[config.mk]
export PLATFORM = sky130hd
export DESIGN_NAME = htbcs_queue
export DESIGN_NICKNAME = d
export VERILOG_FILES = /design/src/rtl/huffman_table_bit_count_select_defines.svh /design/src/rtl/htbcs_pkg.sv /design/src/rtl/htbcs_queue.sv
export SDC_FILE = /design/constraint.sdc
export NUM_CORES = 1
export LEC_CHECK = 0
export BUFFER_PORTS_ARGS = -buffer_cell sky130_fd_sc_hd__clkbuf_2
export CORE_UTILIZATION = 55
export CTS_CLUSTER_DIAMETER = 150
export DETAILED_ROUTE_END_ITERATION = 8
export HOLD_SLACK_MARGIN = 0.06
export PLACE_DENSITY_LB_ADDON = 0.1
export REMOVE_ABC_BUFFERS = 1
export SYNTH_ARGS = -nofsm -noshare
export SYNTH_HDL_FRONTEND = slang
export SYNTH_SLANG_ARGS = --single-unit
[constraint.sdc]
create_clock -name aclk -period 12.1 [get_ports aclk]
set_input_delay 1.815 -clock aclk [delete_from_list [all_inputs] [get_ports aclk]]
set_output_delay 1.815 -clock aclk [all_outputs]
set_load 0.02 [all_outputs]
[src/rtl/huffman_table_bit_count_select_defines.svh]
// assertion macros shared by the huffman cost counter rtl
`ifndef HUFFMAN_TABLE_BIT_COUNT_SELECT_DEFINES_SVH
`define HUFFMAN_TABLE_BIT_COUNT_SELECT_DEFINES_SVH

// same-cycle implication, held off during reset
`define HTBCS_ASSERT_NOW(label, clk, rstn, ante, cons) \
    label: assert property (@(posedge clk) disable iff (!rstn) (ante) |-> (cons)) \
        else $error("htbcs assertion failed");

// next-cycle implication, held off during reset
`define HTBCS_ASSERT_NEXT(label, clk, rstn, ante, cons) \
    label: assert property (@(posedge clk) disable iff (!rstn) (ante) |=> (cons)) \
        else $error("htbcs assertion failed");

`endif

[src/rtl/htbcs_pkg.sv]
// types, constants and the quad cost rom of the huffman cost counter
package htbcs_pkg;

    localparam int TABLE_DEPTH_DEF = 256;
    localparam int CLAMP_LIMIT_DEF = 15;
    localparam int COST_WIDTH_DEF  = 16;

    localparam int S_TDATA_W   = 104;
    localparam int M_TDATA_W   = 24;
    localparam int MODE_W      = 2;
    localparam int ADDR_IN_W   = 8;
    localparam int LOAD_DATA_W = 64;
    localparam int VALUE_W     = 13;
    localparam int QUAD_W      = 4;
    localparam int LANE_W      = 16;
    localparam int NUM_CAND    = 4;
    localparam int MIN_BITS_W  = 16;
    localparam int CHOICE_W    = 2;
    localparam int ROM_W       = 32;

    localparam int LOAD_ADDR_LSB = 0;
    localparam int LOAD_DATA_LSB = 8;
    localparam int VALUE_X_LSB   = 72;
    localparam int VALUE_Y_LSB   = 85;
    localparam int QUAD_LSB      = 98;

    // widest linear pair address: 13-bit value shifted by up to 7, plus a carry
    localparam int ADDR_W      = 21;
    localparam int QUEUE_DEPTH = 8;

    localparam int CFG_INDEX_W = 2;
    localparam int CFG_DATA_W  = 3;
    localparam int SHIFT_W     = 3;

    localparam logic [CFG_INDEX_W-1:0] REG_VARIANT   = 2'd0;
    localparam logic [CFG_INDEX_W-1:0] REG_ROW_WIDTH = 2'd1;
    localparam logic [CFG_INDEX_W-1:0] REG_CLAMP     = 2'd2;

    localparam logic [1:0]         VARIANT_PAIR2 = 2'd0;
    localparam logic [1:0]         VARIANT_PAIR4 = 2'd1;
    localparam logic [1:0]         VARIANT_QUAD  = 2'd2;
    localparam logic [SHIFT_W-1:0] ROW_WIDTH_RST = 3'd4;

    localparam logic [MODE_W-1:0] MODE_LOAD  = 2'd0;
    localparam logic [MODE_W-1:0] MODE_ACCUM = 2'd1;
    localparam logic [MODE_W-1:0] MODE_EMPTY = 2'd2;

    typedef enum logic [2:0] {
        KIND_NOP,
        KIND_LOAD,
        KIND_LOOKUP,
        KIND_DIRECT,
        KIND_EMPTY
    } kind_t;

    typedef struct packed {
        kind_t                  kind;
        logic [ADDR_IN_W-1:0]   index;
        logic [LOAD_DATA_W-1:0] data;
        logic                   last;
    } q_entry_t;

    typedef struct packed {
        logic [1:0]         variant;
        logic [SHIFT_W-1:0] row_width_log2;
        logic               clamp_enable;
    } cfg_t;

    typedef struct packed {
        logic empty;
        logic full;
    } q_status_t;

    function automatic logic [ROM_W-1:0] quad_rom(input logic [QUAD_W-1:0] pattern);
        logic [ROM_W-1:0] v;
        unique case (pattern)
            4'd0:    v = 32'h0004_0001;
            4'd1:    v = 32'h0005_0005;
            4'd2:    v = 32'h0005_0005;
            4'd3:    v = 32'h0006_0007;
            4'd4:    v = 32'h0005_0005;
            4'd5:    v = 32'h0006_0008;
            4'd6:    v = 32'h0006_0007;
            4'd7:    v = 32'h0007_0009;
            4'd8:    v = 32'h0005_0005;
            4'd9:    v = 32'h0006_0007;
            4'd10:   v = 32'h0006_0007;
            4'd11:   v = 32'h0007_0009;
            4'd12:   v = 32'h0006_0007;
            4'd13:   v = 32'h0007_0009;
            4'd14:   v = 32'h0007_0009;
            default: v = 32'h0008_000A;
        endcase
        return v;
    endfunction

endpackage

[src/rtl/htbcs_queue.sv]
// small flop queue between the front end and the back end
module htbcs_queue (
    input  logic                  aclk,
    input  logic                  aresetn,
    input  logic                  push,
    input  htbcs_pkg::q_entry_t   push_entry,
    input  logic                  pop,
    output htbcs_pkg::q_entry_t   head_entry,
    output htbcs_pkg::q_status_t  status
);

    localparam int PTR_W = $clog2(htbcs_pkg::QUEUE_DEPTH);

    htbcs_pkg::q_entry_t mem_reg [htbcs_pkg::QUEUE_DEPTH];
    logic [PTR_W:0]      wr_ptr_reg, wr_ptr_next;
    logic [PTR_W:0]      rd_ptr_reg, rd_ptr_next;

    assign wr_ptr_next = push ? wr_ptr_reg + (PTR_W+1)'(1) : wr_ptr_reg;
    assign rd_ptr_next = pop ? rd_ptr_reg + (PTR_W+1)'(1) : rd_ptr_reg;

    assign status.empty = wr_ptr_reg == rd_ptr_reg;
    assign status.full  = (wr_ptr_reg[PTR_W] != rd_ptr_reg[PTR_W])
                       && (wr_ptr_reg[PTR_W-1:0] == rd_ptr_reg[PTR_W-1:0]);
    assign head_entry   = mem_reg[rd_ptr_reg[PTR_W-1:0]];

    always_ff @(posedge aclk) begin
        if (!aresetn) begin
            wr_ptr_reg <= '0;
            rd_ptr_reg <= '0;
        end else begin
            wr_ptr_reg <= wr_ptr_next;
            rd_ptr_reg <= rd_ptr_next;
        end
    end

    always_ff @(posedge aclk) begin
        if (push) begin
            mem_reg[wr_ptr_reg[PTR_W-1:0]] <= push_entry;
        end
    end

endmodule

Word level (Yosys, flattened, before mapping)
Memories as Yosys holds them, arrays and structs flattened. A register that Yosys moved wholly into a read port is not among the register bits.
Cells that the tools add are included.
W data, S select, Z words.
Cells by class
  bitwise gates (word level): 0
  reduce and logical (&&, ||, !) cells: 1
  muxes and demuxes: 4
  multiply operators: 0
  eq/ne operators: 3
  $add $sub $neg: 2
  divide/modulo/power cells: 0
  shift operators: 0
  magnitude comparators: 0
Operator list (number)
  $add A4 B1 Y4 const B: 2
  $mux W3: 2
  $eq A4 B4 Y1: 1
  $eq A3 B3 Y1: 1
  $mux W1: 2
  $logic_and A1 B1 Y1: 1
  $ne A1 B1 Y1: 1
Storage, ports and cells
  output and inout bits: 78
  input bits: 80
  ROM bits: 0
  memories kept: 1
  bits in writable memories: 608
  bits in latches: 0
  logic and storage cells: 13
  bits in registers: 8
Memories
  mem_reg: words 8, width 76, read ports 1, clocked after memory_dff 1, write ports 1, line htbcs_queue.sv:14  | htbcs_pkg::q_entry_t mem_reg [htbcs_pkg::QUEUE_DEPTH];

Longest topological paths before layout
Gate-level depths: netlist (run 1).
  depth after elaboration: 3
  depth in mapped cells: 5
  mapped depth without buffers: 4

Worst setup path after synthesis (run 1)
Ideal clock, no wire load.
  kind: input -> register
  start point: in push
  end point: mem mem_reg[2][0] in the netlist's numbering (enable)
  stages: 2
  data required time: 11.497 ns
  setup time: 0.603 ns
  path buffers: 0
  arrival time: 7.086 ns
  slack: 4.411 ns
  cell sequence: nand2_1 nor3_1
Between the ends
  cells in the longest elaborated chain, start to end: 2
RTL lines
  start, declared: line htbcs_queue.sv:5  | input logic push,
  $mux W1: line htbcs_queue.sv:37  | if (push) begin
  $mux W1 (implied by the code): line htbcs_queue.sv:38  | mem_reg[wr_ptr_reg[PTR_W-1:0]] <= push_entry;
  end, declared: line htbcs_queue.sv:14
No other way between the ends.

==> results of run 1 <==
routing by layer:
layer | vias up | global-route usage (%)
met5 | - | 0
met4 | 4 | 6.77
met3 | 69 | 4.74
met2 | 220 | 33.1
met1 | 5356 | 29.7
li1 | 4384 | -
worst paths after layout:
kind                    end  slack [ns]  depth (start not counted)     startpoint
min reg2reg   wr_ptr_reg[3]        0.55                          2  wr_ptr_reg[3]
max reg2reg  mem_reg[6][65]        9.26                          3  wr_ptr_reg[1]
max          head_entry[52]        6.17                          5       register
min           wr_ptr_reg[3]        0.55                          2  wr_ptr_reg[3]
worst max-delay path: stages, from the launching register on:
cell and delay [ns]:
dfxtp_4 0.69, buf_4 0.78, buf_4 0.91, mux4_2 0.61, mux2_2 0.30, clkbuf_2 0.16
cell type report:
type,instances,share of cell area (%)
diodes,2,0.0188
clock buffers,74,5.93
clock inverters,34,0.975
multi-input cells,271,17.4
flip-flops and latches,619,69.6
well taps,539,2.54
repair buffers,178,3.55
power by group:
group          internal, mW  switching (mW)  total, mW  leakage [nW]
Combinational         0.163           0.211      0.374          1.96
Clock                  1.00           0.747       1.75         0.894
Sequential             2.41          0.0215       2.43          5.62
cell usage after synthesis (3+ instances only):
cell type	n	area share, %
edfxtp_1	608	78
buf_2	17	0.37
xnor2_1	7	0.26
nor2_1	7	0.11
mux4_2	152	15
and2_1	6	0.16
mux2_2	76	3.7
dfxtp_1	11	0.95
clkbuf_1	17	0.27
buf_6	9	0.44
nand2_1	4	0.064
nor2b_1	3	0.081
nand2b_1	3	0.081
kinds of logic (layout without fill, tap and decap cells):
kind of cell / Yosys count / count (layout)
flops: 619 / 619
other cells: 0 / 2
xor+xnor: 9 / 9
mux: 230 / 230
compound gates: 2 / 2
simple gates: 28 / 28
buf+inv: 44 / 286
fa+ha+maj: 2 / 2
metrics by stage:
stage	instance area, sq um	worst slack (ns)	utilization, %	hold slack [ns]	instances
detailed placement	24700	6.61	59.1	0.539	1607
CTS	26600	5.92	63.4	0.551	1715
finish	26600	6.17	63.5	0.549	1717
floorplan	23000	3.04	-	0.477	890
global placement	24700	6.60	59.1	0.521	1607
global route	26600	5.72	63.4	0.605	1715
==> flow_summary.json, run 1 <==
{
  "status": "finished, final reports clean",
  "track_usage_pct": 21.0,
  "cts.sinks": 619,
  "root_buffer": "clkbuf_16",
  "yosys.area_share.adder_pct": 0.107,
  "yosysWarnings": 0,
  "power_density_nw_per_um2": 172,
  "vias": 10000,
  "die_w_um": 208,
  "antenna_found_initial": 4,
  "grt_pass1_wl_mm": 66.7,
  "design.die.area_sq_um": 43200,
  "clockBufferDepth": 3,
  "synthMuxAreaShare_pct": 18.5,
  "timing.final.crit_period_ns": 5.93,
  "wirelength_mm": 43.6,
  "drc": 0,
  "yosysUniqueCellTypes": 23,
  "met1Wirelength_mm": 19.3,
  "tightest_slew_ns": 1.11,
  "worst_setup_path_start_kind": "register",
  "post_cts_buffers": 0,
  "ant_nets": 0,
  "final_cell_mix": "edfxtp_1, clkbuf_2, mux4_2, mux2_2, clkbuf_16",
  "cp_data_required_time_ns": 10.28,
  "max_freq_ghz": 0.169,
  "rows": 75,
  "finalPower_mw": 4.56,
  "hold_viol": 0,
  "synth_compound_area_share_pct": 0.0537,
  "cp-end-kind": "output pin",
  "top_layer_used": "met5",
  "largest_reg_flops": 608,
  "final_common_cell": "edfxtp_1",
  "gr-total-overflow": 0,
  "drt-initial-drc-count": 564,
  "hp-class": "register to register",
  "wl_met3_mm": 2.42,
  "p_leak_nw": 8.47,
  "cts-hold-fix-buffers": 0,
  "gp_congestion": 0.719,
  "initial_core_util_pct": 55.7,
  "core_sq_um": 41900,
  "grt_pass1_vias": 10900,
  "rsz0062_at_grt": "false",
  "max-vdd-ir-drop_uv": 117,
  "nets": 1212,
  "post-dp-hpwl_mm": 22.5,
  "ys_seq_area_share_pct": 79.3,
  "clock_latency_ns": 0.60,
  "critical_path_class": "register to output pin",
  "cts.clk_slew.worst_paths_ns": 0.06,
  "routedWlPerCell_um": 25.4,
  "numCtsBuffers": 60,
  "num_io_pins": 158,
  "skew_ns": 0.00997,
  "synth_top_family_by_area": "multiplexers",
  "max-slew-margin-rel_pct": 26.1,
  "async_reset_ff_share_pct": 0,
  "syn_area_per_cell_sq_um": 24.9,
  "worst-path-max-fanout": 52,
  "grt_max_degree": 60,
  "drive_gt1_share_pct": 42.3,
  "setup_violations": 0,
  "synth_flop_cell": "edfxtp_1",
  "cts_resized": 0,
  "multi_input_area_sq_um": 4610,
  "syn_area_sq_um": 23300,
  "synth-seq-cells": 619,
  "fin_setup_tns_ns": 0,
  "tritoncts": "done",
  "io_buffers": 157,
  "area_growth_pct": 14.0,
  "syn_inst": 934,
  "synth_xor_area_share_pct": 0.338,
  "yosys.area_share.simple_pct": 0.618,
  "nFillCells": 2843,
  "htree_levels": 2,
  "fin_crit_sh_pct": 49.0,
  "seq_area_sq_um": 18500,
  "die_h_um": 208,
  "routed-wl-met2_mm": 20.9,
  "vias_per_cell": 5.84,
  "crit_arrival_ns": 4.11,
  "cap_violations": 0,
  "synth_edf_count": 608,
  "firstDrtPassIters": 5,
  "drv_slew": 0
}
Note: power is estimated with default switching activity, not from simulation.
==> run 2, diff against run 1 <==
==> constraint.sdc (replaced) <==
create_clock -name aclk -period 5.6 [get_ports aclk]
set_input_delay 0.84 -clock aclk [delete_from_list [all_inputs] [get_ports aclk]]
set_output_delay 0.84 -clock aclk [all_outputs]
set_load 0.02 [all_outputs]
==> flow_summary.json, run 2 (synthesis results as in run 1) <==
{
  "tightest_slew_ns": 1.09,
  "nFillCells": 2811,
  "final_common_cell": "edfxtp_1",
  "setup_violations": 0,
  "timing.final.ws_setup_ns": 1.65,
  "combPwrFrac_pct": 8.1,
  "nets": 1210,
  "post-dp-hpwl_mm": 21.4,
  "area_growth_pct": 14.4,
  "drc": 0,
  "routedWlPerCell_um": 25.0,
  "ant_nets": 0,
  "grt_pass1_wl_mm": 65.2,
  "fin_crit_sh_pct": 70.5,
  "power_density_nw_per_um2": 370,
  "max-vdd-ir-drop_uv": 241,
  "design.die.area_sq_um": 43200,
  "drv_slew": 0,
  "critical_path_class": "register to output pin",
  "seq_area_sq_um": 18500,
  "hold_viol": 0,
  "place_ws_ns": 2.20,
  "p_int_mw": 7.77,
  "cpPeakStageDelay_ns": 0.82,
  "rsz0062_at_grt": "false",
  "switchingPower_mw": 2.09,
  "cts_resized": 0,
  "gr-total-overflow": 0,
  "rows": 75,
  "path_cells": "buf_4 -> mux4_2 -> mux2_2 -> clkbuf_2",
  "firstDrtPassIters": 5,
  "drive_gt1_share_pct": 41.9,
  "wirelength_mm": 42.8,
  "multi_input_area_sq_um": 4610,
  "gp_congestion": 0.717,
  "clock_latency_ns": 0.61,
  "initial_core_util_pct": 55.7,
  "ff2ff_setup_slack_ns": 3.15,
  "die_h_um": 208,
  "grt_max_degree": 81,
  "timing.final.crit_period_ns": 3.95,
  "critPathSlowestCell": "dfxtp_4",
  "skew_ns": 0.0192,
  "hp-class": "input port to register",
  "worst-path-max-fanout": 34,
  "core_sq_um": 41900,
  "numCtsBuffers": 61,
  "p_seq_share_pct": 53.5,
  "htree_levels": 2,
  "cap_violations": 0,
  "drt-initial-drc-count": 726,
  "worst_setup_path_start_kind": "register",
  "switching_share_pct": 21.2,
  "whs_ns": 0.496,
  "cts.clk_slew.worst_paths_ns": 0.06,
  "crit_arrival_ns": 3.11,
  "tritoncts": "done",
  "post_cts_buffers": 0,
  "cp_data_required_time_ns": 4.76,
  "clockBufferDepth": 3,
  "vias": 10100,
  "p_leak_nw": 8.49,
  "status": "finished, final reports clean",
  "cts.sinks": 619,
  "vias_per_cell": 5.89,
  "grt_pass1_vias": 10800,
  "cts-hold-fix-buffers": 0,
  "die_w_um": 208,
  "num_io_pins": 158,
  "antenna_found_initial": 6,
  "final_cell_mix": "edfxtp_1, clkbuf_2, mux4_2, mux2_2, clkbuf_16",
  "cp-end-kind": "output pin",
  "max-slew-margin-rel_pct": 27.5,
  "io_buffers": 157,
  "power.share.clock_pct": 38.5,
  "root_buffer": "clkbuf_16",
  "max_freq_ghz": 0.253,
  "largest_reg_flops": 608,
  "fin_setup_tns_ns": 0,
  "track_usage_pct": 20.5
}
==> run 2: through the flow <==
| step | power (mW) | instances | cell area [sq um] | util [%] |
|---|---|---|---|---|
| 3_3_place_gp | 6.18 | 1604 | 24800 | 59.3 |
| 5_1_grt | 10.2 | 1707 | 26600 | 63.7 |
| 3_5_place_dp | 6.19 | 1604 | 24800 | 59.3 |
| 2_1_floorplan | 5.95 | 890 | 23000 | - |
| 4_1_cts | 9.97 | 1707 | 26600 | 63.7 |
| 6_report | 9.87 | 1708 | 26600 | 63.7 |
==> run 2: path summary, 6_finish.rpt <==
kind / start / depth (start not counted) / to
worst min register to register: wr_ptr_reg[3] / 2 / wr_ptr_reg[3]
worst max register to register: wr_ptr_reg[1] / 3 / mem_reg[0][72]
worst max-delay path: register / 4 / head_entry[16]
worst min-delay path: push_entry[17] / 1 / mem_reg[4][17]
==> run 2: layout make-up <==
class                           instances  share of cell area [%]
Sequential cell                       619                    69.4
Multi-Input combinational cell        271                    17.3
Clock buffer                           74                    6.07
Timing Repair Buffer                  175                    3.83
Tap cell                              539                    2.53
Clock inverter                         29                   0.855
Antenna cell                            1                 0.00939
==> run 2: power groups by stage <==
stage / sequential (mW) / combinational [mW] / clock, mW
CTS: 5.28 / 0.817 / 3.88
finish: 5.27 / 0.798 / 3.79
global route: 5.28 / 0.857 / 4.05
detailed placement: 5.37 / 0.814 / 0
floorplan: 5.41 / 0.537 / 0
global placement: 5.37 / 0.808 / 0
==> run 2: per-layer routing <==
metal / vias up / GRT usage [%] / wire, um
met2: 245 / 32.3 / 20800
met5: - / 0 / 49
met4: 8 / 6.18 / 873
met1: 5357 / 29.3 / 18500
met3: 68 / 4.58 / 2500
li1: 4374 / - / -
==> run 2: critical path: cells and delay by family (launching register included) <==
kind	cells	cell delay, ns
muxes	2	0.86
DFF	1	0.82
buffers and inverters	2	0.77
