[config.mk]
export PLATFORM = sky130hd
export DESIGN_NAME = htbcs_front
export DESIGN_NICKNAME = d
export VERILOG_FILES = /design/src/rtl/huffman_table_bit_count_select_defines.svh /design/src/rtl/htbcs_pkg.sv /design/src/rtl/htbcs_front.sv
export SDC_FILE = /design/constraint.sdc
export NUM_CORES = 1
export LEC_CHECK = 0
export BUFFER_PORTS_ARGS = -buffer_cell sky130_fd_sc_hd__buf_4
export CAP_MARGIN = 0
export CORE_UTILIZATION = 55
export CTS_CLUSTER_DIAMETER = 80
export DETAILED_ROUTE_END_ITERATION = 6
export HOLD_SLACK_MARGIN = 0.02
export PLACE_DENSITY = 0.84
export REMOVE_ABC_BUFFERS = 1
export SLEW_MARGIN = 0
export SYNTH_ARGS = -nofsm -noshare
export SYNTH_HDL_FRONTEND = slang
export SYNTH_SLANG_ARGS = --single-unit
[constraint.sdc]
create_clock -name aclk -period 5.5 [get_ports aclk]
set_input_delay 0 -clock aclk [delete_from_list [all_inputs] [get_ports aclk]]
set_output_delay 0 -clock aclk [all_outputs]
set_load 0.02 [all_outputs]
[src/rtl/huffman_table_bit_count_select_defines.svh]
// assertion macros shared by the huffman cost counter rtl
`ifndef HUFFMAN_TABLE_BIT_COUNT_SELECT_DEFINES_SVH
`define HUFFMAN_TABLE_BIT_COUNT_SELECT_DEFINES_SVH

// same-cycle implication, held off during reset
`define HTBCS_ASSERT_NOW(label, clk, rstn, ante, cons) \
    label: assert property (@(posedge clk) disable iff (!rstn) (ante) |-> (cons)) \
        else $error("htbcs assertion failed");

// next-cycle implication, held off during reset
`define HTBCS_ASSERT_NEXT(label, clk, rstn, ante, cons) \
    label: assert property (@(posedge clk) disable iff (!rstn) (ante) |=> (cons)) \
        else $error("htbcs assertion failed");

`endif

[src/rtl/htbcs_pkg.sv]
// types, constants and the quad cost rom of the huffman cost counter
package htbcs_pkg;

    localparam int TABLE_DEPTH_DEF = 256;
    localparam int CLAMP_LIMIT_DEF = 15;
    localparam int COST_WIDTH_DEF  = 16;

    localparam int S_TDATA_W   = 104;
    localparam int M_TDATA_W   = 24;
    localparam int MODE_W      = 2;
    localparam int ADDR_IN_W   = 8;
    localparam int LOAD_DATA_W = 64;
    localparam int VALUE_W     = 13;
    localparam int QUAD_W      = 4;
    localparam int LANE_W      = 16;
    localparam int NUM_CAND    = 4;
    localparam int MIN_BITS_W  = 16;
    localparam int CHOICE_W    = 2;
    localparam int ROM_W       = 32;

    localparam int LOAD_ADDR_LSB = 0;
    localparam int LOAD_DATA_LSB = 8;
    localparam int VALUE_X_LSB   = 72;
    localparam int VALUE_Y_LSB   = 85;
    localparam int QUAD_LSB      = 98;

    // widest linear pair address: 13-bit value shifted by up to 7, plus a carry
    localparam int ADDR_W      = 21;
    localparam int QUEUE_DEPTH = 8;

    localparam int CFG_INDEX_W = 2;
    localparam int CFG_DATA_W  = 3;
    localparam int SHIFT_W     = 3;

    localparam logic [CFG_INDEX_W-1:0] REG_VARIANT   = 2'd0;
    localparam logic [CFG_INDEX_W-1:0] REG_ROW_WIDTH = 2'd1;
    localparam logic [CFG_INDEX_W-1:0] REG_CLAMP     = 2'd2;

    localparam logic [1:0]         VARIANT_PAIR2 = 2'd0;
    localparam logic [1:0]         VARIANT_PAIR4 = 2'd1;
    localparam logic [1:0]         VARIANT_QUAD  = 2'd2;
    localparam logic [SHIFT_W-1:0] ROW_WIDTH_RST = 3'd4;

    localparam logic [MODE_W-1:0] MODE_LOAD  = 2'd0;
    localparam logic [MODE_W-1:0] MODE_ACCUM = 2'd1;
    localparam logic [MODE_W-1:0] MODE_EMPTY = 2'd2;

    typedef enum logic [2:0] {
        KIND_NOP,
        KIND_LOAD,
        KIND_LOOKUP,
        KIND_DIRECT,
        KIND_EMPTY
    } kind_t;

    typedef struct packed {
        kind_t                  kind;
        logic [ADDR_IN_W-1:0]   index;
        logic [LOAD_DATA_W-1:0] data;
        logic                   last;
    } q_entry_t;

    typedef struct packed {
        logic [1:0]         variant;
        logic [SHIFT_W-1:0] row_width_log2;
        logic               clamp_enable;
    } cfg_t;

    typedef struct packed {
        logic empty;
        logic full;
    } q_status_t;

    function automatic logic [ROM_W-1:0] quad_rom(input logic [QUAD_W-1:0] pattern);
        logic [ROM_W-1:0] v;
        unique case (pattern)
            4'd0:    v = 32'h0004_0001;
            4'd1:    v = 32'h0005_0005;
            4'd2:    v = 32'h0005_0005;
            4'd3:    v = 32'h0006_0007;
            4'd4:    v = 32'h0005_0005;
            4'd5:    v = 32'h0006_0008;
            4'd6:    v = 32'h0006_0007;
            4'd7:    v = 32'h0007_0009;
            4'd8:    v = 32'h0005_0005;
            4'd9:    v = 32'h0006_0007;
            4'd10:   v = 32'h0006_0007;
            4'd11:   v = 32'h0007_0009;
            4'd12:   v = 32'h0006_0007;
            4'd13:   v = 32'h0007_0009;
            4'd14:   v = 32'h0007_0009;
            default: v = 32'h0008_000A;
        endcase
        return v;
    endfunction

endpackage

[src/rtl/htbcs_front.sv]
// front end: beat intake, classification and pair address pipeline
module htbcs_front #(
    parameter int TABLE_DEPTH = htbcs_pkg::TABLE_DEPTH_DEF,
    parameter int CLAMP_LIMIT = htbcs_pkg::CLAMP_LIMIT_DEF
) (
    input  logic                              aclk,
    input  logic                              aresetn,
    input  htbcs_pkg::cfg_t                   cfg,
    input  logic                              s_axis_tvalid,
    output logic                              s_axis_tready,
    input  logic [htbcs_pkg::S_TDATA_W-1:0]   s_axis_tdata,
    input  logic [htbcs_pkg::MODE_W-1:0]      s_axis_tuser,
    input  logic                              s_axis_tlast,
    input  logic                              q_pop,
    output logic                              q_push,
    output htbcs_pkg::q_entry_t               q_push_entry
);

    localparam int ADDR_W = htbcs_pkg::ADDR_W;
    localparam int MULT   = (1 << ADDR_W) / TABLE_DEPTH;
    localparam int M_W    = $clog2(MULT + 1);
    localparam int Q_W    = ADDR_W - $clog2(TABLE_DEPTH) + 1;
    localparam int D_W    = $clog2(TABLE_DEPTH + 1);
    localparam int P_W    = Q_W + D_W;
    localparam int R_W    = D_W + 1;
    localparam int PR_W   = ADDR_W + M_W;
    localparam int CR_W   = $clog2(htbcs_pkg::QUEUE_DEPTH + 1);

    logic [CR_W-1:0] credit_reg, credit_next;
    logic            accept;

    logic [htbcs_pkg::ADDR_IN_W-1:0]   ld_addr;
    logic [htbcs_pkg::LOAD_DATA_W-1:0] ld_data;
    logic [htbcs_pkg::VALUE_W-1:0]     val_x, val_y, row, col;
    logic [htbcs_pkg::QUAD_W-1:0]      quad;
    logic [ADDR_W-1:0]                 lin_addr;
    htbcs_pkg::q_entry_t               e_in;

    logic                v1_reg, v2_reg, v3_reg, v4_reg;
    htbcs_pkg::q_entry_t e1_reg, e2_reg, e3_reg, e4_reg;
    logic [ADDR_W-1:0]   a1_reg, a2_reg, a3_reg;
    logic [PR_W-1:0]     prod2_reg;
    logic [P_W-1:0]      p3_reg;
    logic [R_W-1:0]      r4_reg;
    logic [Q_W-1:0]      q2;
    logic [ADDR_W-1:0]   diff3;
    logic [R_W-1:0]      r_fix;

    assign accept        = s_axis_tvalid && s_axis_tready;
    assign s_axis_tready = credit_reg < CR_W'(htbcs_pkg::QUEUE_DEPTH);

    // one credit per beat in flight between intake and the back end
    always_comb begin
        credit_next = credit_reg;
        if (accept && !q_pop) begin
            credit_next = credit_reg + CR_W'(1);
        end else if (!accept && q_pop) begin
            credit_next = credit_reg - CR_W'(1);
        end
    end

    assign ld_addr = s_axis_tdata[htbcs_pkg::LOAD_ADDR_LSB +: htbcs_pkg::ADDR_IN_W];
    assign ld_data = s_axis_tdata[htbcs_pkg::LOAD_DATA_LSB +: htbcs_pkg::LOAD_DATA_W];
    assign val_x   = s_axis_tdata[htbcs_pkg::VALUE_X_LSB +: htbcs_pkg::VALUE_W];
    assign val_y   = s_axis_tdata[htbcs_pkg::VALUE_Y_LSB +: htbcs_pkg::VALUE_W];
    assign quad    = s_axis_tdata[htbcs_pkg::QUAD_LSB +: htbcs_pkg::QUAD_W];

    assign row = (cfg.clamp_enable && val_x > htbcs_pkg::VALUE_W'(CLAMP_LIMIT))
               ? htbcs_pkg::VALUE_W'(CLAMP_LIMIT) : val_x;
    assign col = (cfg.clamp_enable && val_y > htbcs_pkg::VALUE_W'(CLAMP_LIMIT))
               ? htbcs_pkg::VALUE_W'(CLAMP_LIMIT) : val_y;
    assign lin_addr = (ADDR_W'(row) << cfg.row_width_log2) + ADDR_W'(col);

    always_comb begin
        e_in.kind  = htbcs_pkg::KIND_NOP;
        e_in.index = ld_addr;
        e_in.data  = ld_data;
        e_in.last  = s_axis_tlast;
        unique case (s_axis_tuser)
            htbcs_pkg::MODE_LOAD: begin
                if (32'(ld_addr) < TABLE_DEPTH) begin
                    e_in.kind = htbcs_pkg::KIND_LOAD;
                end
            end
            htbcs_pkg::MODE_ACCUM: begin
                if (cfg.variant == htbcs_pkg::VARIANT_QUAD) begin
                    e_in.kind = htbcs_pkg::KIND_DIRECT;
                    e_in.data = htbcs_pkg::LOAD_DATA_W'(htbcs_pkg::quad_rom(quad));
                end else begin
                    e_in.kind = htbcs_pkg::KIND_LOOKUP;
                end
            end
            htbcs_pkg::MODE_EMPTY: begin
                e_in.kind = htbcs_pkg::KIND_EMPTY;
            end
            default: begin
                e_in.kind = htbcs_pkg::KIND_NOP;
            end
        endcase
    end

    // address modulo table depth: reciprocal multiply, back-multiply, one correction
    assign q2    = prod2_reg[ADDR_W +: Q_W];
    assign diff3 = a3_reg - p3_reg[ADDR_W-1:0];
    assign r_fix = (r4_reg >= R_W'(TABLE_DEPTH)) ? r4_reg - R_W'(TABLE_DEPTH) : r4_reg;

    always_ff @(posedge aclk) begin
        if (!aresetn) begin
            credit_reg <= '0;
            v1_reg     <= 1'b0;
            v2_reg     <= 1'b0;
            v3_reg     <= 1'b0;
            v4_reg     <= 1'b0;
        end else begin
            credit_reg <= credit_next;
            v1_reg     <= accept;
            v2_reg     <= v1_reg;
            v3_reg     <= v2_reg;
            v4_reg     <= v3_reg;
        end
    end

    always_ff @(posedge aclk) begin
        e1_reg    <= e_in;
        a1_reg    <= lin_addr;
        e2_reg    <= e1_reg;
        a2_reg    <= a1_reg;
        prod2_reg <= PR_W'(a1_reg) * PR_W'(MULT);
        e3_reg    <= e2_reg;
        a3_reg    <= a2_reg;
        p3_reg    <= P_W'(q2) * P_W'(TABLE_DEPTH);
        e4_reg    <= e3_reg;
        r4_reg    <= diff3[R_W-1:0];
    end

    always_comb begin
        q_push       = v4_reg;
        q_push_entry = e4_reg;
        if (e4_reg.kind == htbcs_pkg::KIND_LOOKUP) begin
            q_push_entry.index = htbcs_pkg::ADDR_IN_W'(r_fix);
        end
    end

endmodule

# Word-level counts from Yosys, hierarchy flattened
# Memory sizes are Yosys's and may differ from the RTL's.
# Cells that the tools add are included.
# totals
reg_bits	354
mem_bits_ro	128
in_bits	117
output_inout_bits	78
n_memories	1
# classes
n_addsub	5
order_cmp	4
n_eq_ne	4
shift	1
mux	10
reduce_logical	9
# memory_table
memory	depth	word_bits	rd	rd_clocked_by_memory_dff	wr	line	source
(no name shown)	16	8	1	0	0	htbcs_pkg.sv:76	unique case (pattern)
# op_table
cell	count
$mux W64	2
$gt A13 B4 Y1 const B	2
$mux W8	2
$mux W13	1
$shl A13 B3 Y10	1
$add A10 B10 Y10	1
$ge A10 B9 Y1 const B	1
$mux W10	1
$sub A10 B10 Y10	1
$pmux W3 S3	1
$mux W4	2
$sub A8 B1 Y8 const B	1
$logic_and A1 B1 Y1	5
$add A4 B1 Y4 const B	1
$eq A2 B2 Y1 const B	2
$lt A4 B4 Y1 const B	1
$sub A4 B1 Y4 const B	1
$eq A3 B2 Y1 const B	1
$eq A2 B1 Y1 const B	1
$logic_not A1 Y1	2
$logic_not A2 Y1	1
$reduce_bool A2 Y1	1
$mux W1	1

# Depth between registers and ports, before layout
# Gate-level depths: netlist (run 1).
# logic_depth
depth_word	6
ltp_mapped	13
ltp_nobuf	12

# Least setup slack after synthesis (run 1)
# OpenSTA, ideal clock, no wires.
# synth_path
path_type	in2reg
start	in s_axis_tdata[79] (netlist name)
end	reg a1_reg[7]
setup_time_ns	0.119
t_arrival_ns	2.521
setup_slack_ns	2.860
stages	11
path_buffers	0
cell_sequence	or4_4 -> o41a_1 -> o21ai_0 -> inv_1 -> ha_1 -> a21o_1 -> a211o_1 -> a21oi_1 -> a21oi_1 -> nor2_1 -> xnor2_1
# synth_via
elab_chain_len	5
# synth_rtl
item	line	source
start, declared	htbcs_front.sv:11	input logic [htbcs_pkg::S_TDATA_W-1:0] s_axis_tdata,
$gt A13 B4 Y1	htbcs_front.sv:68	assign row = (cfg.clamp_enable && val_x > htbcs_pkg::VALUE_W'(CLAMP_LIMIT))
$logic_and A1 B1 Y1	htbcs_front.sv:68	
$mux W13 *	htbcs_front.sv:69	? htbcs_pkg::VALUE_W'(CLAMP_LIMIT) : val_x;
$shl A13 B3 Y10 *	htbcs_front.sv:72	assign lin_addr = (ADDR_W'(row) << cfg.row_width_log2) + ADDR_W'(col);
$add A10 B10 Y10 *	htbcs_front.sv:72	
net lin_addr[7]	htbcs_front.sv:36	logic [ADDR_W-1:0] lin_addr;
end signal, assigned	htbcs_front.sv:125	a1_reg <= lin_addr;
end, declared	htbcs_front.sv:41	logic [ADDR_W-1:0] a1_reg, a2_reg, a3_reg;
# The timed path passes the listed nets; every way through them passes the cells marked *.
# A chain may end at the register's enable or synchronous reset.

# Worst setup path after layout (run 1)
# Same ends and word-level chain as after synthesis.

==> results of run 1 <==
-- through the flow --
| step | power (mW) | instance area (um^2) |
|---|---|---|
| after global routing | 5.69 | 12200 |
| after global placement | 3.17 | 10200 |
| final | 5.48 | 12200 |
| after CTS | 5.48 | 12200 |
| after detailed placement | 3.19 | 10200 |
| after floorplan | 3.00 | 8490 |
-- kinds of logic (layout without fill, tap and decap cells) --
logic type	Yosys count	after routing	share of synthesized area
adder cells (fa/ha/maj)	18	18	0.0265
multiplexers	18	18	0.0228
XOR/XNOR	11	11	0.0106
buffers and inverters	97	357	0.0684
AO/OA/AOI/OAI	46	46	0.0336
flip-flops	344	344	0.761
AND/OR/NAND/NOR	125	125	0.0774
-- per-layer routing --
metal	GRT usage	vias to the layer above
met5	0	-
met4	0.0622	0
met2	0.404	168
met1	0.188	2336
li1	-	2504
met3	0.0406	24
-- final cells by class --
cell class | count | area (um^2) | area share
clock buffer | 37 | 838 | 0.0685
clock inverter | 18 | 262 | 0.0214
inverter | 16 | 60.1 | 0.00490
multi-input combinational | 218 | 1550 | 0.127
sequential | 344 | 6890 | 0.562
tap | 216 | 270 | 0.0221
timing repair buffer | 286 | 2380 | 0.194
-- repair_timing --
action                                  CTS  global route
endpoints found under the setup margin    0             0
endpoints found under the hold margin    89             0
gates resized for setup                   0             0
hold buffers                             93             0
-- synth_stat cells, types with 2 or more instances --
cell        n  area, um^2
mux2i_1     6        60.1
inv_1      16        60.1
xnor2_1     9        78.8
nor2b_1    11        68.8
mux2_2     11         124
and2_1     62         388
dfxtp_1   344        6890
xor2_1      2        17.5
nand3_1     3        15.0
o21ai_0    19        95.1
or3_1       2        12.5
nand2_1    21        78.8
a31oi_1     3        18.8
ha_1       16         200
a21oi_1     9        45.0
nor3_1      5        25.0
a221oi_1    2        17.5
nand2b_1    2        12.5
clkbuf_1   13        48.8
buf_4      68         510
a21boi_0    2        15.0
nor3b_1     2        15.0
nor2_1     11        41.3
a21o_1      2        15.0
fa_1        2        40.0
or2_2       3        18.8
-- power breakdown --
| group | switching [mW] | total (mW) | leakage [nW] | internal, mW |
|---|---|---|---|---|
| clock network | 0.881 | 2.25 | 0.531 | 1.37 |
| registers | 0.0648 | 2.77 | 2.90 | 2.70 |
| logic | 0.214 | 0.461 | 2.01 | 0.247 |
-- worst max-delay path: cells and delay by family --
| family | cells | cell delay, ps |
|---|---|---|
| compound gates | 6 | 1610 |
| simple gates | 2 | 670 |
| fa+ha+maj | 1 | 280 |
| buf+inv | 2 | 200 |
| xor+xnor | 1 | 130 |
-- worst max path at each step --
| stage | cells past startpoint | startpoint | slack [ps] | endpoint |
|---|---|---|---|---|
| CTS | 12 | s_axis_tdata[79] | 3060 | a1_reg[7] |
| finish | 12 | s_axis_tdata[79] | 3070 | a1_reg[7] |
| global placement | 12 | s_axis_tdata[79] | 2570 | a1_reg[7] |
| floorplan | 11 | s_axis_tdata[79] | 2860 | a1_reg[7] |
| detailed placement | 12 | s_axis_tdata[79] | 2510 | a1_reg[7] |
| global route | 13 | cfg[0] | 2800 | a1_reg[6] |
==> key figures, run 1 <==
Outcome
  • Status: finished clean

Timing
  • TNS Setup: 0 ps
  • Minimum clock period: ~2400 ps
  • Tcrit/Tclk final: 0.443
  • Clock skew: ~15 ps
  • Maximum clock frequency: between 0.4 and 0.5 GHz
  • WHS: between 40 and 50 ps
  • Final hold viol count: 0
  • Final setup fails: 0
  • Slew Limit Fails: 0
  • Fin worst setup slack: 3070 ps
  • Max-slew headroom: 0.261
  • Tightest Pin Transition: between 1000 and 1500 ps
  • RSZ-0062 raised after global routing: no

Critical path
  • CP Launch Type: input port
  • Critical path class: in2reg
  • CP Capture Type: flop
  • CP cell instances: buf_4 -> or4_4 -> o41a_1 -> o21ai_0 -> inv_1 -> ha_1 -> a21o_1 -> a211o_1 -> a21oi_1 -> a21oi_1 -> nor2_1 -> xnor2_1
  • Reg2reg start: credit_reg[3]
  • CP max-delay cell: or4_4
  • RR Endpoint: credit_reg[3]
  • Most used cell, CP: a21oi_1
  • Crit-path max cell delay: between 500 and 600 ps
  • Crit Path Max Fanout: 6
  • Worst Path Required: about 6000 ps
  • Worst reg-to-reg setup slack: roughly 3300 ps
  • Worst reg2reg path depth: 9
  • WP data arrival: around 2900 ps

Clocking
  • Clock slew at reported path FFs: ~60 ps
  • Clk buf depth: 3
  • CTS tree: done
  • H-tree Lvls: 1
  • Clock sink count: 344
  • Clk_lat worst skew: ~530 ps
  • CTS buffer count: 30
  • Postcts setup bufs: 0
  • Root buf cell: clkbuf_16

GRT
  • First-pass GRT wire length: around 25 mm
  • Grt ovf: 0
  • Largest net degree at the start of global routing: 70
  • Initial antenna violation count: 0
  • GRT Total Usage: 0.195
  • Vias in the first global route: ~5200

Floorplanning
  • CORE AREA: approximately 16000 um^2
  • Boundary pin count: between 150 and 200
  • Site Rows: 46
  • Initial Util: 0.566
  • Die Width: 130 um
  • Die area: approximately 17000 um^2
  • Die height: roughly 130 um

Synth
  • Async set-reset flop share out of synthesis: 0
  • Seq/Total Area, Yosys: 0.761
  • Mapped Area: a little over 9000 um^2
  • Mean post-synth cell area: 13.7 um^2
  • FF+latch count, synth: around 340
  • Cell count after synthesis: 659
  • Number of synthesized flops with an enable pin: 0
  • Ys Warns: 0
  • Distinct cells, synth: 39
  • Most used DFF post-synth: dfxtp_1

Place
  • GPL Wtd Cong: approximately 0.83
  • Placed cell count: between 900 and 1000
  • Hpwl dp: 9.35 mm
  • Buffers on Ports: 192
  • Pre-CTS setup slack: 2510 ps

Detailed routing
  • DRC: 0
  • First-pass DRT Iterations: 4
  • Metal-1 WL: about 6 mm
  • Met2 WL: around 9.6 mm
  • Routed vias/inst: around 4.4
  • DRT antenna net count: 0
  • Initial DRC Count: 149
  • Vias: approximately 5000
  • Avg WL per Cell: roughly 15 um
  • Routed WL: about 17 mm
  • Met3 wire len: between 1 and 1.5 mm
  • Top sig layer: met4

Hold path
  • Hold/Removal Path Class: in2reg
  • Hold depth: 4
  • Hold wc startpoint: s_axis_tdata[90]
  • Hold path endpoint: a1_reg[5]

Finish
  • Share of layout cells above drive strength 1: 0.287
  • Fill count: 942
  • # nets final: about 1000
  • Core Util, Final: 0.765
  • Layout Cells excl Fill: 1135
  • Commonest non-fill, non-tap cell in the layout: dfxtp_1
  • Most frequent cells in the layout: dfxtp_1 (344), buf_4 (193), dlygate4sd3_1 (93)
  • Area growth from synthesis to layout: 35.3%
  • Diode count: 0

Power
  • VDD IR-drop max: between 0.0002 and 0.0003 V
  • PD cells: about 450 nW/um^2
  • Leakage power: 5.44 nW

Run
  • Number of max-cap violations: 0
Power figures use the tool's default switching activity.
==> run 2: changes to the inputs <==
--- a/config.mk
+++ b/config.mk
@@ -7,11 +7,11 @@
 export LEC_CHECK = 0
 export BUFFER_PORTS_ARGS = -buffer_cell sky130_fd_sc_hd__buf_4
 export CAP_MARGIN = 0
-export CORE_UTILIZATION = 55
+export CORE_UTILIZATION = 52
 export CTS_CLUSTER_DIAMETER = 80
 export DETAILED_ROUTE_END_ITERATION = 6
 export HOLD_SLACK_MARGIN = 0.02
-export PLACE_DENSITY = 0.84
+export PLACE_DENSITY = 0.81
 export REMOVE_ABC_BUFFERS = 1
 export SLEW_MARGIN = 0
 export SYNTH_ARGS = -nofsm -noshare
==> constraint.sdc (replaced) <==
create_clock -name aclk -period 2.35 [get_ports aclk]
set_input_delay 0 -clock aclk [delete_from_list [all_inputs] [get_ports aclk]]
set_output_delay 0 -clock aclk [all_outputs]
set_load 0.02 [all_outputs]
==> key figures, run 2 (synthesis results as in run 1) <==
Timing
  • Tightest Pin Transition: 577 ps
  • Tcrit/Tclk final: 0.951
  • Maximum clock frequency: about 0.45 GHz
  • Max-slew headroom: 0.615
  • Final setup fails: 0
  • RSZ-0062 raised after global routing: yes
  • Minimum clock period: roughly 2200 ps
  • Slew Limit Fails: 0
  • Clock skew: approximately 13 ps
  • Final hold viol count: 0

GRT
  • Initial antenna violation count: 0
  • Vias in the first global route: roughly 5300
  • Grt ovf: 0
  • First-pass GRT wire length: approximately 26 mm
  • GRT Total Usage: 0.187
  • Largest net degree at the start of global routing: 70

Floorplanning
  • Site Rows: 47
  • Initial Util: 0.538
  • Die height: between 100 and 150 um
  • Die Width: roughly 130 um
  • CORE AREA: between 15000 and 20000 um^2
  • Die area: approximately 18000 um^2
  • Boundary pin count: roughly 200

Detailed routing
  • Avg WL per Cell: about 15 um
  • First-pass DRT Iterations: 4
  • Routed WL: between 15 and 20 mm
  • Initial DRC Count: 108
  • DRT antenna net count: 0
  • Vias: ~5100
  • Routed vias/inst: around 4.4
  • DRC: 0

Critical path
  • Critical path class: in2reg
  • Worst Path Required: between 2000 and 3000 ps
  • WP data arrival: ~2700 ps
  • CP Launch Type: input port
  • CP Capture Type: flop
  • Crit Path Max Fanout: 6

Clocking
  • CTS tree: done
  • Clk_lat worst skew: between 500 and 600 ps
  • Root buf cell: clkbuf_16
  • H-tree Lvls: 1
  • Postcts setup bufs: 0
  • CTS buffer count: 31
  • Clock slew at reported path FFs: 60 ps
  • Clk buf depth: 3
  • Clock sink count: roughly 340

Place
  • Hpwl dp: 9.44 mm
  • Placed cell count: around 1000
  • GPL Wtd Cong: approximately 0.83
  • Buffers on Ports: 192

Finish
  • FF/Latch Area: slightly below 7000 um^2
  • # nets final: 1045
  • Share of layout cells above drive strength 1: 0.296
  • Most frequent cells in the layout: dfxtp_1 (344), buf_4 (205), dlygate4sd3_1 (94)
  • Commonest non-fill, non-tap cell in the layout: dfxtp_1
  • Layout Cells excl Fill: roughly 1200
  • Multi-input gate area: 1560 um^2
  • Diode count: 0
  • Area growth from synthesis to layout: 36.1%
  • Core Util, Final: 0.733
  • Fill count: approximately 1000

Hold path
  • Hold/Removal Path Class: in2reg

Power
  • Leakage power: about 5.5 nW
  • PD cells: a little over 1000 nW/um^2
  • VDD IR-drop max: approximately 0.00065 V

Run
  • Number of max-cap violations: 0

Outcome
  • Status: finished clean
run 2: power by group:
group	switching [mW]	total (mW)	internal [mW]
clock network	2.10	5.12	3.01
logic	0.478	1.07	0.595
registers	0.150	6.48	6.33
run 2: worst paths after layout:
check	to	cells past startpoint	startpoint	slack [ps]
worst min-delay path	a1_reg[2]	5	s_axis_tdata[87]	30
worst min register to register	q_push_entry[29]	0	e3_reg[29]	320
worst max-delay path	a1_reg[3]	10	s_axis_tdata[79]	110
worst max register to register	credit_reg[3]	9	credit_reg[3]	180
run 2: metal layers:
metal  routed length, um  global-route usage
met1                6440               0.192
met4                 307              0.0543
met2                9250               0.376
met5                   0                   0
met3                 922              0.0351
run 2: repair_timing:
action / CTS / global route
endpoints found under the hold margin: 89 / 0
setup endpoints to repair: 0 / 3
gates resized for setup: 0 / 4
hold buffers: 94 / 0
run 2: final cells by class:
| class | instances | share of cell area |
|---|---|---|
| Inverter | 16 | 0.00487 |
| Multi-Input combinational cell | 218 | 0.126 |
| Tap cell | 220 | 0.0223 |
| Timing Repair Buffer | 299 | 0.201 |
| Clock buffer | 41 | 0.0692 |
| Sequential cell | 344 | 0.559 |
| Clock inverter | 16 | 0.0172 |
run 2: through the flow:
step                hold slack, ps  power (mW)  cell area (um^2)  setup WS, ps  setup TNS, ps
floorplan                     27.7        7.03              8490          -290           -492
detailed placement             105        7.50             10300          -464          -1240
CTS                           20.8        12.7             12300          94.1              0
global placement               104        7.44             10300          -405          -1000
global route                  36.5        13.2             12300         -24.4          -24.4
finish                        34.8        12.7             12300           115              0
run 2: worst max-delay path: stages:
cell,delay [ps]
buf_4,110
or4_4,520
o41a_1,450
o21ai_0,260
nor2_1,70
ha_1,310
buf_4,150
a21oi_1,150
xnor2_1,130
dlygate4sd3_1,550
==> run 3: changes to the inputs <==
==> constraint.sdc (replaced) <==
create_clock -name aclk -period 2.5 [get_ports aclk]
set_input_delay 0 -clock aclk [delete_from_list [all_inputs] [get_ports aclk]]
set_output_delay 0 -clock aclk [all_outputs]
set_load 0.02 [all_outputs]
==> key figures, run 3 (synthesis results as in run 1) <==
Outcome
  • Status: finished clean

Finish
  • Core Util, Final: 0.732
  • Area growth from synthesis to layout: 36.1%
  • Layout Cells excl Fill: approximately 1200
  • Most frequent cells in the layout: dfxtp_1 (344), buf_4 (204), dlygate4sd3_1 (93)
  • # nets final: roughly 1000
  • Share of layout cells above drive strength 1: 0.295
  • Diode count: 0
  • Commonest non-fill, non-tap cell in the layout: dfxtp_1

GRT
  • GRT Total Usage: 0.185
  • Largest net degree at the start of global routing: 70
  • First-pass GRT wire length: about 26 mm
  • Vias in the first global route: between 5000 and 6000
  • Grt ovf: 0
  • Initial antenna violation count: 0

Power
  • Leakage power: about 5.5 nW
  • Flop pwr share: 0.511
  • Cell Int Power: 9.37 mW
  • VDD IR-drop max: just under 0.0007 V
  • Clock power frac: 0.403
  • PD cells: approximately 970 nW/um^2
  • P_sw: roughly 2.5 mW
  • Sw frac: 0.213
  • Part of the power in combinational logic: 0.086

Timing
  • Minimum clock period: approximately 2300 ps
  • Clock skew: between 9 and 10 ps
  • Fin worst setup slack: between 200 and 250 ps
  • Slew Limit Fails: 0
  • Tightest Pin Transition: approximately 1100 ps
  • Final hold viol count: 0
  • Maximum clock frequency: around 0.44 GHz
  • Tcrit/Tclk final: 0.910
  • RSZ-0062 raised after global routing: no
  • Max-slew headroom: 0.274
  • Final setup fails: 0

Clocking
  • Clk buf depth: 3
  • CTS buffer count: 30
  • Root buf cell: clkbuf_16
  • Clock slew at reported path FFs: around 60 ps
  • Clock sink count: 344
  • Clk_lat worst skew: 540 ps
  • H-tree Lvls: 1
  • CTS tree: done

Floorplanning
  • Boundary pin count: 195
  • Die height: around 130 um
  • CORE AREA: between 15000 and 20000 um^2
  • Site Rows: 47
  • Die Width: about 130 um
  • Die area: around 18000 um^2
  • Initial Util: 0.538

Place
  • Pre-CTS setup slack: -297 ps
  • GPL Wtd Cong: ~0.83
  • Placed cell count: about 1000
  • Buffers on Ports: between 150 and 200
  • Hpwl dp: 9.19 mm

Critical path
  • CP Launch Type: input port
  • Critical path class: in2reg
  • WP data arrival: between 2000 and 3000 ps
  • Crit Path Max Fanout: 6
  • CP Capture Type: flop
  • Worst reg-to-reg setup slack: 250 ps
  • Worst Path Required: ~3000 ps

Hold path
  • Hold/Removal Path Class: in2reg

Detailed routing
  • Initial DRC Count: 108
  • Routed vias/inst: between 4 and 5
  • DRC: 0
  • Routed WL: between 15 and 20 mm
  • Vias: 5062
  • First-pass DRT Iterations: 4
  • Avg WL per Cell: roughly 14 um
  • DRT antenna net count: 0

Run
  • Number of max-cap violations: 0
[run 3: layer usage]
layer / wire length, um / global-route usage
met5: 0 / 0
met4: 456 / 0.0669
met3: 987 / 0.0404
met2: 8700 / 0.356
met1: 6220 / 0.195
[run 3: worst max-delay path: stages]
cell and delay [ps]:
buf_4 110, or4_4 520, o41a_1 450, o21ai_0 260
inv_1 70, ha_1 290, a21o_1 200, a211o_1 290
a21oi_1 190, a21oi_1 90, nor2_1 120, xnor2_1 130
[run 3: power by group through the flow]
stage,sequential (mW),clock (mW),combinational (mW)
finish,6.08,4.80,1.02
global route,6.13,5.17,1.10
CTS,6.08,4.89,1.01
detailed placement,6.20,0,0.852
global placement,6.17,0,0.825
floorplan,6.24,0,0.367
[run 3: path summary, 6_finish.rpt]
path / cells past startpoint / to / startpoint
max: 12 / a1_reg[7] / s_axis_tdata[79]
min: 5 / a1_reg[2] / s_axis_tdata[87]
max reg2reg: 9 / credit_reg[3] / credit_reg[3]
min reg2reg: 0 / e2_reg[29] / e1_reg[29]
[run 3: per-stage QoR]
step / cell area [um^2] / hold WS [ps] / power (mW) / setup TNS [ps]
floorplan: 8490 / 27.7 / 6.61 / -140
global placement: 10300 / 104 / 7.00 / -535
detailed placement: 10300 / 106 / 7.05 / -687
CTS: 12300 / 25.5 / 12.0 / 0
global route: 12300 / 66.2 / 12.4 / 0
finish: 12300 / 46.0 / 11.9 / 0
[run 3: cell type report]
| type | count | area (um^2) |
|---|---|---|
| Clock buffer | 37 | 817 |
| Clock inverter | 19 | 268 |
| Fill cell | 1030 | 4500 |
| Tap cell | 220 | 275 |
| Inverter | 16 | 60.1 |
| Timing Repair Buffer | 297 | 2460 |
| Sequential cell | 344 | 6890 |
| Multi-Input combinational cell | 218 | 1550 |
[run 3: timing repair]
item	4_1_cts	5_1_grt
hold buffers	93	0
buffers inserted	0	0
hold endpoints to repair	88	0
gates resized for setup	0	0
